**src/ptt_pkg.sv**
```systemverilog
// ---------------------------------------------------------------------------
// ptt_pkg
// Shared types and codes for the priority task table.
// ---------------------------------------------------------------------------
package ptt_pkg;
    localparam logic [1:0] ACT_ADD    = 2'd0;
    localparam logic [1:0] ACT_REMOVE = 2'd1;
    localparam logic [1:0] ACT_MARK   = 2'd2;
    localparam logic [1:0] ACT_QUERY  = 2'd3;

    localparam logic [2:0] ST_OK       = 3'd0;
    localparam logic [2:0] ST_BAD_PRIO = 3'd1;
    localparam logic [2:0] ST_FULL     = 3'd2;
    localparam logic [2:0] ST_BAD_POS  = 3'd3;
    localparam logic [2:0] ST_EMPTY    = 3'd4;

    localparam logic [2:0] PRIO_LOW = 3'd1;
    localparam logic [2:0] PRIO_TOP = 3'd5;

    // Operation broadcast to every cell.
    localparam logic [1:0] OP_HOLD   = 2'd0;
    localparam logic [1:0] OP_INSERT = 2'd1;
    localparam logic [1:0] OP_DELETE = 2'd2;

    typedef struct packed {
        logic [1:0]  op;
        logic [2:0]  prio;
        logic [15:0] tm;
    } t_cmd;

    // Entry passed between neighbor cells.
    typedef struct packed {
        logic [2:0]  prio;
        logic [15:0] tm;
    } t_entry;
endpackage

```
**src/ptt_cell.sv**
```systemverilog
// ---------------------------------------------------------------------------
// ptt_cell
// One table slot: holds an entry, shifts toward or from its neighbors.
// ---------------------------------------------------------------------------
module ptt_cell
    import ptt_pkg::*;
(
    input  logic   i_clk,
    input  t_cmd   i_cmd,
    input  logic   i_ins_here,   // insertion slot is this cell
    input  logic   i_ins_after,  // insertion slot is before this cell
    input  logic   i_del_after,  // deleted slot is at or before this cell
    input  t_entry i_prev,
    input  t_entry i_next,
    output t_entry o_entry
);
    t_entry r_entry;
    always_ff @(posedge i_clk) begin
        if (i_cmd.op == OP_INSERT) begin
            if (i_ins_here) begin
                r_entry <= '{prio: i_cmd.prio, tm: i_cmd.tm};
            end else if (i_ins_after) begin
                r_entry <= i_prev;
            end
        end else if (i_cmd.op == OP_DELETE && i_del_after) begin
            r_entry <= i_next;
        end
    end
    assign o_entry = r_entry;
endmodule

```
**src/priority_task_table_core.sv**
```systemverilog
// ---------------------------------------------------------------------------
// priority_task_table_core
// Sorted task table built from a chain of shift cells.
// ---------------------------------------------------------------------------
// Input channel: i_valid/o_stall carry one request transaction (action,
// priority, time, position). Output channel: o_valid/i_stall carry exactly
// one result transaction per request.
// A request is registered when accepted and resolved in the following
// cycle (slot search, mark-off scan over the leading run, tallies); its
// result is registered at the end of that cycle. The cell row shifts at
// the same edge that registers the result.
// A new request is not taken while the last one is resolving; the next
// request may enter in the cycle the result leaves.
// The mark-off scan is a tree of compares across the cell outputs.
// Reset clears the count, tallies and total time; cell contents are
// meaningless until written and are never read beyond the count.
// When the receiver stalls, the result holds and the block takes no
// further request until it drains.
// ---------------------------------------------------------------------------
module priority_task_table_core
    import ptt_pkg::*;
#(
    parameter int DEPTH = 32
) (
    input  logic        i_clk,
    input  logic        i_rst_n,
    input  logic        i_valid,
    output logic        o_stall,
    input  logic [1:0]  i_action,
    input  logic [2:0]  i_task_priority,
    input  logic [15:0] i_task_time,
    input  logic [5:0]  i_position,
    output logic        o_valid,
    input  logic        i_stall,
    output logic [2:0]  o_status,
    output logic [2:0]  o_out_priority,
    output logic [15:0] o_out_time,
    output logic [5:0]  o_out_position,
    output logic [5:0]  o_task_count,
    output logic [5:0]  o_priority_count,
    output logic [20:0] o_total_time
);
    localparam int CW = $clog2(DEPTH + 1);
    localparam int IW = $clog2(DEPTH);
    localparam int PW = (CW > 7) ? CW : 7;
    localparam int NP = 1 << IW;

    // request register
    logic        r_busy;
    logic [1:0]  r_act;
    logic [2:0]  r_prio;
    logic [15:0] r_tm;
    logic [5:0]  r_pos;

    logic [CW-1:0] r_count;
    logic [CW-1:0] r_pcnt [5];
    logic [20:0]   r_sum;

    t_entry w_ent [DEPTH];
    t_cmd   w_cmd;
    logic [DEPTH-1:0] w_ins_here, w_ins_after, w_del_after;

    // take a new request while resolving nothing and the result slot frees
    assign o_stall = r_busy || (o_valid && i_stall);

    always_ff @(posedge i_clk) begin
        if (!i_rst_n) begin
            r_busy <= 1'b0;
        end else if (i_valid && !o_stall) begin
            r_busy <= 1'b1;
        end else begin
            r_busy <= 1'b0;
        end
        if (i_valid && !o_stall) begin
            r_act  <= i_action;
            r_prio <= i_task_priority;
            r_tm   <= i_task_time;
            r_pos  <= i_position;
        end
    end

    // decisions
    logic          w_prio_ok, w_empty, w_full;
    logic [CW-1:0] w_slot, w_del_idx, w_best;
    logic          w_do_add, w_do_del;
    logic [2:0]    w_status;

    assign w_prio_ok = (r_prio >= PRIO_LOW) && (r_prio <= PRIO_TOP);
    assign w_empty   = (r_count == '0);
    assign w_full    = (r_count >= CW'(DEPTH));

    // slot: first position whose priority is at most the new one, with the
    // front and back shortcuts of the table ordering.
    logic [IW-1:0] w_last_idx;
    assign w_last_idx = IW'(r_count - CW'(1));
    always_comb begin
        logic found;
        found  = 1'b0;
        w_slot = r_count;
        if (w_empty || w_ent[0].prio <= r_prio) begin
            w_slot = '0;
        end else if (w_ent[w_last_idx].prio >= r_prio) begin
            w_slot = r_count;
        end else begin
            for (int i = 1; i < DEPTH; i++) begin
                if (!found && CW'(i) < r_count && w_ent[i].prio <= r_prio) begin
                    found  = 1'b1;
                    w_slot = CW'(i);
                end
            end
        end
    end

    // mark-off: shortest time among entries sharing the top priority; the
    // table is sorted, so those form the leading run. Reduce pairwise, the
    // lower half winning ties so the earliest entry is kept.
    always_comb begin
        logic          nv   [2*NP];
        logic [15:0]   ntm  [2*NP];
        logic [IW-1:0] nidx [2*NP];
        for (int k = 0; k < 2 * NP; k++) begin
            nv[k]   = 1'b0;
            ntm[k]  = '0;
            nidx[k] = '0;
        end
        for (int i = 0; i < DEPTH; i++) begin
            nv[NP + i]   = (CW'(i) < r_count) && (w_ent[i].prio == w_ent[0].prio);
            ntm[NP + i]  = w_ent[i].tm;
            nidx[NP + i] = IW'(i);
        end
        for (int k = NP - 1; k >= 1; k--) begin
            if (nv[2*k] && (!nv[2*k+1] || ntm[2*k] <= ntm[2*k+1])) begin
                nv[k]   = 1'b1;
                ntm[k]  = ntm[2*k];
                nidx[k] = nidx[2*k];
            end else begin
                nv[k]   = nv[2*k+1];
                ntm[k]  = ntm[2*k+1];
                nidx[k] = nidx[2*k+1];
            end
        end
        w_best = CW'(nidx[1]);
    end

    always_comb begin
        w_status  = ST_OK;
        w_do_add  = 1'b0;
        w_do_del  = 1'b0;
        w_del_idx = w_best;
        unique case (r_act)
            ACT_ADD: begin
                if (!w_prio_ok)  w_status = ST_BAD_PRIO;
                else if (w_full) w_status = ST_FULL;
                else             w_do_add = 1'b1;
            end
            ACT_REMOVE: begin
                w_del_idx = CW'(r_pos - 6'd1);
                if (w_empty) w_status = ST_EMPTY;
                else if (r_pos == 6'd0 || PW'(r_pos) > PW'(r_count)) w_status = ST_BAD_POS;
                else w_do_del = 1'b1;
            end
            ACT_MARK: begin
                if (w_empty) w_status = ST_EMPTY;
                else         w_do_del = 1'b1;
            end
            ACT_QUERY: begin
                if (!w_prio_ok) w_status = ST_BAD_PRIO;
            end
            default: w_status = ST_OK;
        endcase
    end

    t_entry w_del_ent;
    assign w_del_ent = w_ent[IW'(w_del_idx)];

    // cell chain control
    always_comb begin
        w_cmd.op   = OP_HOLD;
        w_cmd.prio = r_prio;
        w_cmd.tm   = r_tm;
        if (r_busy && w_do_add) w_cmd.op = OP_INSERT;
        if (r_busy && w_do_del) w_cmd.op = OP_DELETE;
        for (int i = 0; i < DEPTH; i++) begin
            w_ins_here[i]  = (CW'(i) == w_slot);
            w_ins_after[i] = (CW'(i) > w_slot);
            w_del_after[i] = (CW'(i) >= w_del_idx);
        end
    end

    for (genvar g = 0; g < DEPTH; g++) begin : g_cell
        ptt_cell u_cell (
            .i_clk      (i_clk),
            .i_cmd      (w_cmd),
            .i_ins_here (w_ins_here[g]),
            .i_ins_after(w_ins_after[g]),
            .i_del_after(w_del_after[g]),
            .i_prev     (w_ent[(g == 0) ? 0 : g - 1]),
            .i_next     (w_ent[(g == DEPTH - 1) ? g : g + 1]),
            .o_entry    (w_ent[g])
        );
    end

    // tallies and result register
    always_ff @(posedge i_clk) begin
        if (!i_rst_n) begin
            r_count <= '0;
            r_sum   <= '0;
            for (int k = 0; k < 5; k++) r_pcnt[k] <= '0;
            o_valid <= 1'b0;
        end else begin
            if (o_valid && !i_stall) o_valid <= 1'b0;
            if (r_busy) begin
                logic [CW-1:0] nc;
                logic [20:0]   ns;
                nc = r_count;
                ns = r_sum;
                o_valid          <= 1'b1;
                o_status         <= w_status;
                o_out_priority   <= '0;
                o_out_time       <= '0;
                o_out_position   <= '0;
                o_priority_count <= '0;
                if (w_do_add) begin
                    nc = r_count + CW'(1);
                    ns = r_sum + 21'(r_tm);
                    r_pcnt[r_prio - 3'd1] <= r_pcnt[r_prio - 3'd1] + CW'(1);
                end
                if (w_do_del) begin
                    nc = r_count - CW'(1);
                    ns = r_sum - 21'(w_del_ent.tm);
                    if (w_del_ent.prio >= PRIO_LOW && w_del_ent.prio <= PRIO_TOP)
                        r_pcnt[w_del_ent.prio - 3'd1] <= r_pcnt[w_del_ent.prio - 3'd1] - CW'(1);
                    o_out_priority <= w_del_ent.prio;
                    o_out_time     <= w_del_ent.tm;
                    o_out_position <= 6'(w_del_idx + CW'(1));
                end
                if (r_act == ACT_QUERY && w_prio_ok)
                    o_priority_count <= 6'(r_pcnt[r_prio - 3'd1]);
                r_count      <= nc;
                r_sum        <= ns;
                o_task_count <= 6'(nc);
                o_total_time <= ns;
            end
        end
    end

    a_one_op: assert property (@(posedge i_clk) disable iff (!i_rst_n)
        !(w_do_add && w_do_del)) else $error("add and delete together");
    a_cap: assert property (@(posedge i_clk) disable iff (!i_rst_n)
        r_count <= CW'(DEPTH)) else $error("count above depth");
    a_res: assert property (@(posedge i_clk) disable iff (!i_rst_n)
        r_busy |=> o_valid) else $error("result missing");
    a_nobusy: assert property (@(posedge i_clk) disable iff (!i_rst_n)
        !(r_busy && o_valid)) else $error("overlap");
endmodule

```
**config.mk**
```make
export PLATFORM = sky130hd
export DESIGN_NAME = priority_task_table_core
export DESIGN_NICKNAME = d
export VERILOG_FILES = /design/src/ptt_pkg.sv /design/src/ptt_cell.sv /design/src/priority_task_table_core.sv
export SDC_FILE = /design/constraint.sdc
export NUM_CORES = 2
export LEC_CHECK = 0
export ABC_AREA = 1
export BUFFER_PORTS_ARGS = -buffer_cell sky130_fd_sc_hd__clkbuf_2
export CAP_MARGIN = 5
export CORE_MARGIN = 4
export CORE_UTILIZATION = 59
export DETAILED_ROUTE_END_ITERATION = 12
export PLACE_DENSITY = 0.81
export SETUP_SLACK_MARGIN = 0.02
export SYNTH_ARGS = -nofsm -noshare
export SYNTH_HDL_FRONTEND = slang
export SYNTH_SLANG_ARGS = --single-unit
```
**constraint.sdc**
```tcl
create_clock -name i_clk -period 12.4 [get_ports i_clk]
set_input_delay 2.48 -clock i_clk [delete_from_list [all_inputs] [get_ports i_clk]]
set_output_delay 2.48 -clock i_clk [all_outputs]
set_load 0.02 [all_outputs]
```
==> flow_summary.yaml, run 1 <==
clock_tree:
  htreeDepth: 3
  holdBufCountCts: 0
  cts-root-buf: "clkbuf_16"
  cts.sinks: 773
  cts_buffer_depth: 3
  cts_buffers: 92
placed_design:
  hpwl_um: 277000
  port_buffers: 93
  dp_cells: 13500
  place_congestion: 1.18
  place_area_mm2: 0.0874
yosys:
  synth_fp_nets: 11000
  synth_top_area_cell: "edfxtp_1"
  yosys_register_bits: 773
  ys_seq_area_share_pct: 32.3
  synth_warnings: 0
  synth_edf_count: 744
  yosysTopAreaCellShare_pct: 31.4
  syn_inst: 10300
  yosys_most_used_dff: "edfxtp_1"
  synthTopCellsByArea: "edfxtp_1 31%, nand2_1 19%, ha_1 11%"
  yosysUniqueCellTypes: 75
  syn-cell-area_mm2: 0.0710
  synth_area_per_cell_um2: 6.88
  async_flop_share_pct: 0
grt:
  grt_overflow: 27
  grt_max_degree: 184
  grtUsageTotal_pct: 67.7
status:
  error: "[ERROR GRT-0232] Routing congestion too high. Check the congestion heatmap in the GUI."
  stop_stage: "global routing"
  run_status: "stopped before the end"
die:
  die-width_um: 355
  rows: 127
  initial_utilization_pct: 59.3
  io_pins: 94
  die_h_um: 355
timing:
  worstEpCategory: "sequential cell input"
  grt_repair_worst_endpoint: "r_sum[20]$_SDFFE_PN0P_/D"
-- routing by layer --
| metal | overflow | global-route usage [%] |
|---|---|---|
| met4 | 14 | 60.9 |
| met5 | 0 | 24.8 |
| met1 | 0 | 71.6 |
| met2 | 9 | 85.7 |
| met3 | 4 | 47.7 |
-- through the flow --
step                      hold slack [ns]  utilization [%]  TNS [ns]  setup WS [ns]
after floorplan                     0.479                -         0         0.0872
after global placement              0.489             73.0   -265.05          -2.48
after detailed placement            0.533             73.0   -270.53          -2.63
after CTS                           0.549             77.4     -5.96         -0.427
-- Yosys cell counts (16+ instances only) --
cell type  count
nand2_1     3611
nand3_1     1025
o21ai_0     1000
inv_1        984
edfxtp_1     744
ha_1         652
a21oi_1      618
nor2_1       369
clkbuf_1     308
buf_2        141
nand4_1       96
o211ai_1      74
xnor2_1       54
buf_1         48
xor2_1        47
nor3_1        42
buf_4         39
o21ai_1       33
nand2_2       31
dfxtp_1       29
nand3b_1      29
a31oi_1       25
buf_6         23
nor2_2        22
inv_2         21
o21bai_1      21
nor2_4        18
o221ai_1      16
-- cell families after synthesis --
family | synth area share [%]
and+or+nand+nor | 31.3
AOI/OAI and AO/OA | 14.6
buffers and inverters | 9.05
DFF | 32.3
adders and majority gates | 11.5
xor gates and xnor gates | 1.25
-- timing repair --
| action | CTS |
|---|---|
| resized for setup | 443 |
| pin swaps | 69 |
| endpoints found under the hold margin | 0 |
| endpoints found under the setup margin | 442 |
| buffers inserted | 89 |
| gates cloned | 15 |
==> run 2: changes to the inputs <==
--- a/config.mk
+++ b/config.mk
@@ -9,10 +9,9 @@
 export BUFFER_PORTS_ARGS = -buffer_cell sky130_fd_sc_hd__clkbuf_2
 export CAP_MARGIN = 5
 export CORE_MARGIN = 4
-export CORE_UTILIZATION = 59
+export CORE_UTILIZATION = 40
 export DETAILED_ROUTE_END_ITERATION = 12
-export PLACE_DENSITY = 0.81
-export SETUP_SLACK_MARGIN = 0.02
+export PLACE_DENSITY_LB_ADDON = 0.15
 export SYNTH_ARGS = -nofsm -noshare
 export SYNTH_HDL_FRONTEND = slang
 export SYNTH_SLANG_ARGS = --single-unit
==> constraint.sdc (replaced) <==
create_clock -name i_clk -period 16.1 [get_ports i_clk]
set_input_delay 3.22 -clock i_clk [delete_from_list [all_inputs] [get_ports i_clk]]
set_output_delay 3.22 -clock i_clk [all_outputs]
set_load 0.02 [all_outputs]
==> flow_summary.yaml, run 2 <==
clock_tree:
  cts_buffers: 100
  htreeDepth: 3
  cts-root-buf: "clkbuf_16"
  cts.sinks: 773
  holdBufCountCts: 0
  cts_tree: "built"
  cts.clk_slew.worst_paths_ns: 0.06
  cts_buffer_depth: 3
  clock_latency_ns: 0.80
critical_path:
  critPathKind: "reg -> reg"
  slowest_stage: "or4_1"
  arrival_ns: 15.84
  end_kind: "register"
  cp_max_fo: 36
  cpMostUsedCell: "nand2_1"
  critical_path_required_ns: 16.82
  slowest_delay_ns: 0.70
  cp-start-kind: "register"
grt:
  grtUsageTotal_pct: 38.3
  grt_overflow: 0
  antenna_found_initial: 11
  grtUsageMet3_pct: 10.7
  grt_pass1_vias: 71000
  grt_pass1_wl_um: 517000
  use_met1_pct: 49.9
  met2_usage_pct: 55.5
  grt_max_degree: 145
  top_usage_layer: "met2"
power_and_ir_drop:
  power_uw: 8130
  p_clk_share_pct: 29.1
  power_frac_comb_pct: 42.2
  cellPowerDensity_mw_per_mm2: 103
  p_leak_uw: 0.0388
  seq_power_share_pct: 28.7
  p_int_uw: 4580
  ir_drop_v: 0.0000935
  p_switching_uw: 3560
  p_sw_share_pct: 43.8
status:
  run_status: "finished, final reports clean"
final_layout:
  drive_gt1_share_pct: 8.48
  final_util_pct: 44.8
  nNetsFinal: 11100
  design_area_mm2: 0.0790
  mostFrequentLayoutCells: "3601 x nand2_1, 1021 x nand3_1, 975 x inv_1"
  layout-area-overhead-vs-synth_pct: 11.2
  largest_reg_flops: 608
  final_common_cell: "nand2_1"
min_path:
  min_path_type: "reg -> reg"
yosys:
  yosys_register_bits: 773
  synth_edf_count: 744
  yosysUniqueCellTypes: 75
  synth_fp_nets: 11000
  syn-cell-area_mm2: 0.0710
  yosysTopAreaCellShare_pct: 31.4
  synth_warnings: 0
  async_flop_share_pct: 0
  ys_seq_area_share_pct: 32.3
  synth_area_per_cell_um2: 6.88
  syn_inst: 10300
  synth_commonest_cells: "3611 x nand2_1, 1025 x nand3_1, 1000 x o21ai_0, 984 x inv_1, 744 x edfxtp_1"
  yosysMostFrequentCell: "nand2_1"
  yosys_most_used_dff: "edfxtp_1"
  synthTopCellsByArea: "edfxtp_1 31%, nand2_1 19%, ha_1 11%"
  synth_top_area_cell: "edfxtp_1"
placed_design:
  port_buffers: 93
  place_congestion: 1.04
  hpwl_um: 275000
  place_area_mm2: 0.0754
timing:
  max_slew.worst_pin.slew_ns: 1.43
  setup_viol: 0
  period_minus_slack_ns: 15.12
  min_period_over_period_pct: 93.9
  hold_viol_final: 0
  drv_slew: 0
  worst_clock_skew_ns: 0.0486
  hold_ws_ns: 0.535
  fmax_ghz: 0.0662
  slew_headroom_pct: 3.39
die:
  initial_utilization_pct: 40.3
  dieArea_mm2: 0.184
  rows: 154
  core_mm2: 0.176
  die-width_um: 429
  io_pins: 94
  die_h_um: 429
drt:
  drtIter0Drc: 11400
  vias: 77400
  detail_route.wl_per_cell_um: 28.7
  wl_um: 368000
  vias_per_cell: 6.04
  dr.pass1.iters: 8
  ant_nets: 0
  drc_errors: 0
job:
  drv_cap: 0
==> run 2: cell counts after synthesis <==
Identical to the previous run, type by type.
==> run 2: layer usage <==
| layer | part of all wire, % | vias up |
|---|---|---|
| met5 | 0.0035 | - |
| met4 | 7.8 | 2 |
| met3 | 13 | 995 |
| met2 | 41 | 5120 |
| met1 | 39 | 36500 |
| li1 | - | 34800 |
==> run 2: critical path: cells and delay by family, from the launching register on <==
family                   cells  cell delay, ns
AO/OA/AOI/OAI               22            3.78
XOR/XNOR                     1            0.19
adder cells (fa/ha/maj)      6            1.68
buffers and inverters       18            3.38
flip-flops                   1            0.56
AND/OR/NAND/NOR             39            5.47
==> run 2: layout make-up <==
type | count | area (µm²)
Antenna cell | 13 | 32.5
Tap cell | 2340 | 2930
Fill cell | 18300 | 97300
Clock buffer | 134 | 2670
Timing Repair inverter | 2 | 12.5
Clock inverter | 51 | 603
Timing Repair Buffer | 519 | 3930
Sequential cell | 773 | 22900
Multi-Input combinational cell | 7980 | 42000
Inverter | 1015 | 3840
==> run 2: power by group through the flow <==
stage,clock [µW],sequential [µW],combinational (µW)
2_1_floorplan,0,2350,1830
3_3_place_gp,0,2370,3240
3_5_place_dp,0,2370,3250
4_1_cts,2370,2330,3270
5_1_grt,2450,2330,3620
6_report,2360,2330,3440
==> run 2: repair_timing <==
| item | in CTS | in global routing |
|---|---|---|
| cloned | 0 | 3 |
| resized for setup | 4 | 92 |
| endpoints found under the setup margin | 11 | 132 |
| buffers inserted | 0 | 8 |
| pin swaps | 0 | 4 |
==> run 2: per-stage QoR <==
stage	setup TNS [ns]	worst slack, ns	cells
after floorplan	0	3.79	10300
final	0	0.984	12800
after CTS	0	0.0886	12800
after global routing	-0.0116	-0.0116	12800
after detailed placement	-0.721	-0.127	12600
after global placement	-0.196	-0.0976	12600
==> run 2: path summary, 6_finish.rpt <==
check,from,end,slack [ns],depth (start not counted)
worst max-delay path,g_cell[9].u_cell.o_entry[2]$_DFFE_PP_,r_sum[16]$_SDFFE_PN0P_,0.98,86
worst min-delay path,o_valid$_SDFFE_PN0P_,o_valid$_SDFFE_PN0P_,0.54,2
worst max register to register,g_cell[9].u_cell.o_entry[2]$_DFFE_PP_,r_sum[16]$_SDFFE_PN0P_,0.98,86
worst min register to register,o_valid$_SDFFE_PN0P_,o_valid$_SDFFE_PN0P_,0.54,2
==> run 2: kinds of logic after synthesis <==
group,synth area share [%]
AND/OR/NAND/NOR,31.3
AO/OA/AOI/OAI,14.6
buffers and inverters,9.05
flip-flops,32.3
adder cells (fa/ha/maj),11.5
XOR/XNOR,1.25
Note: power is estimated with default switching activity, not from simulation.
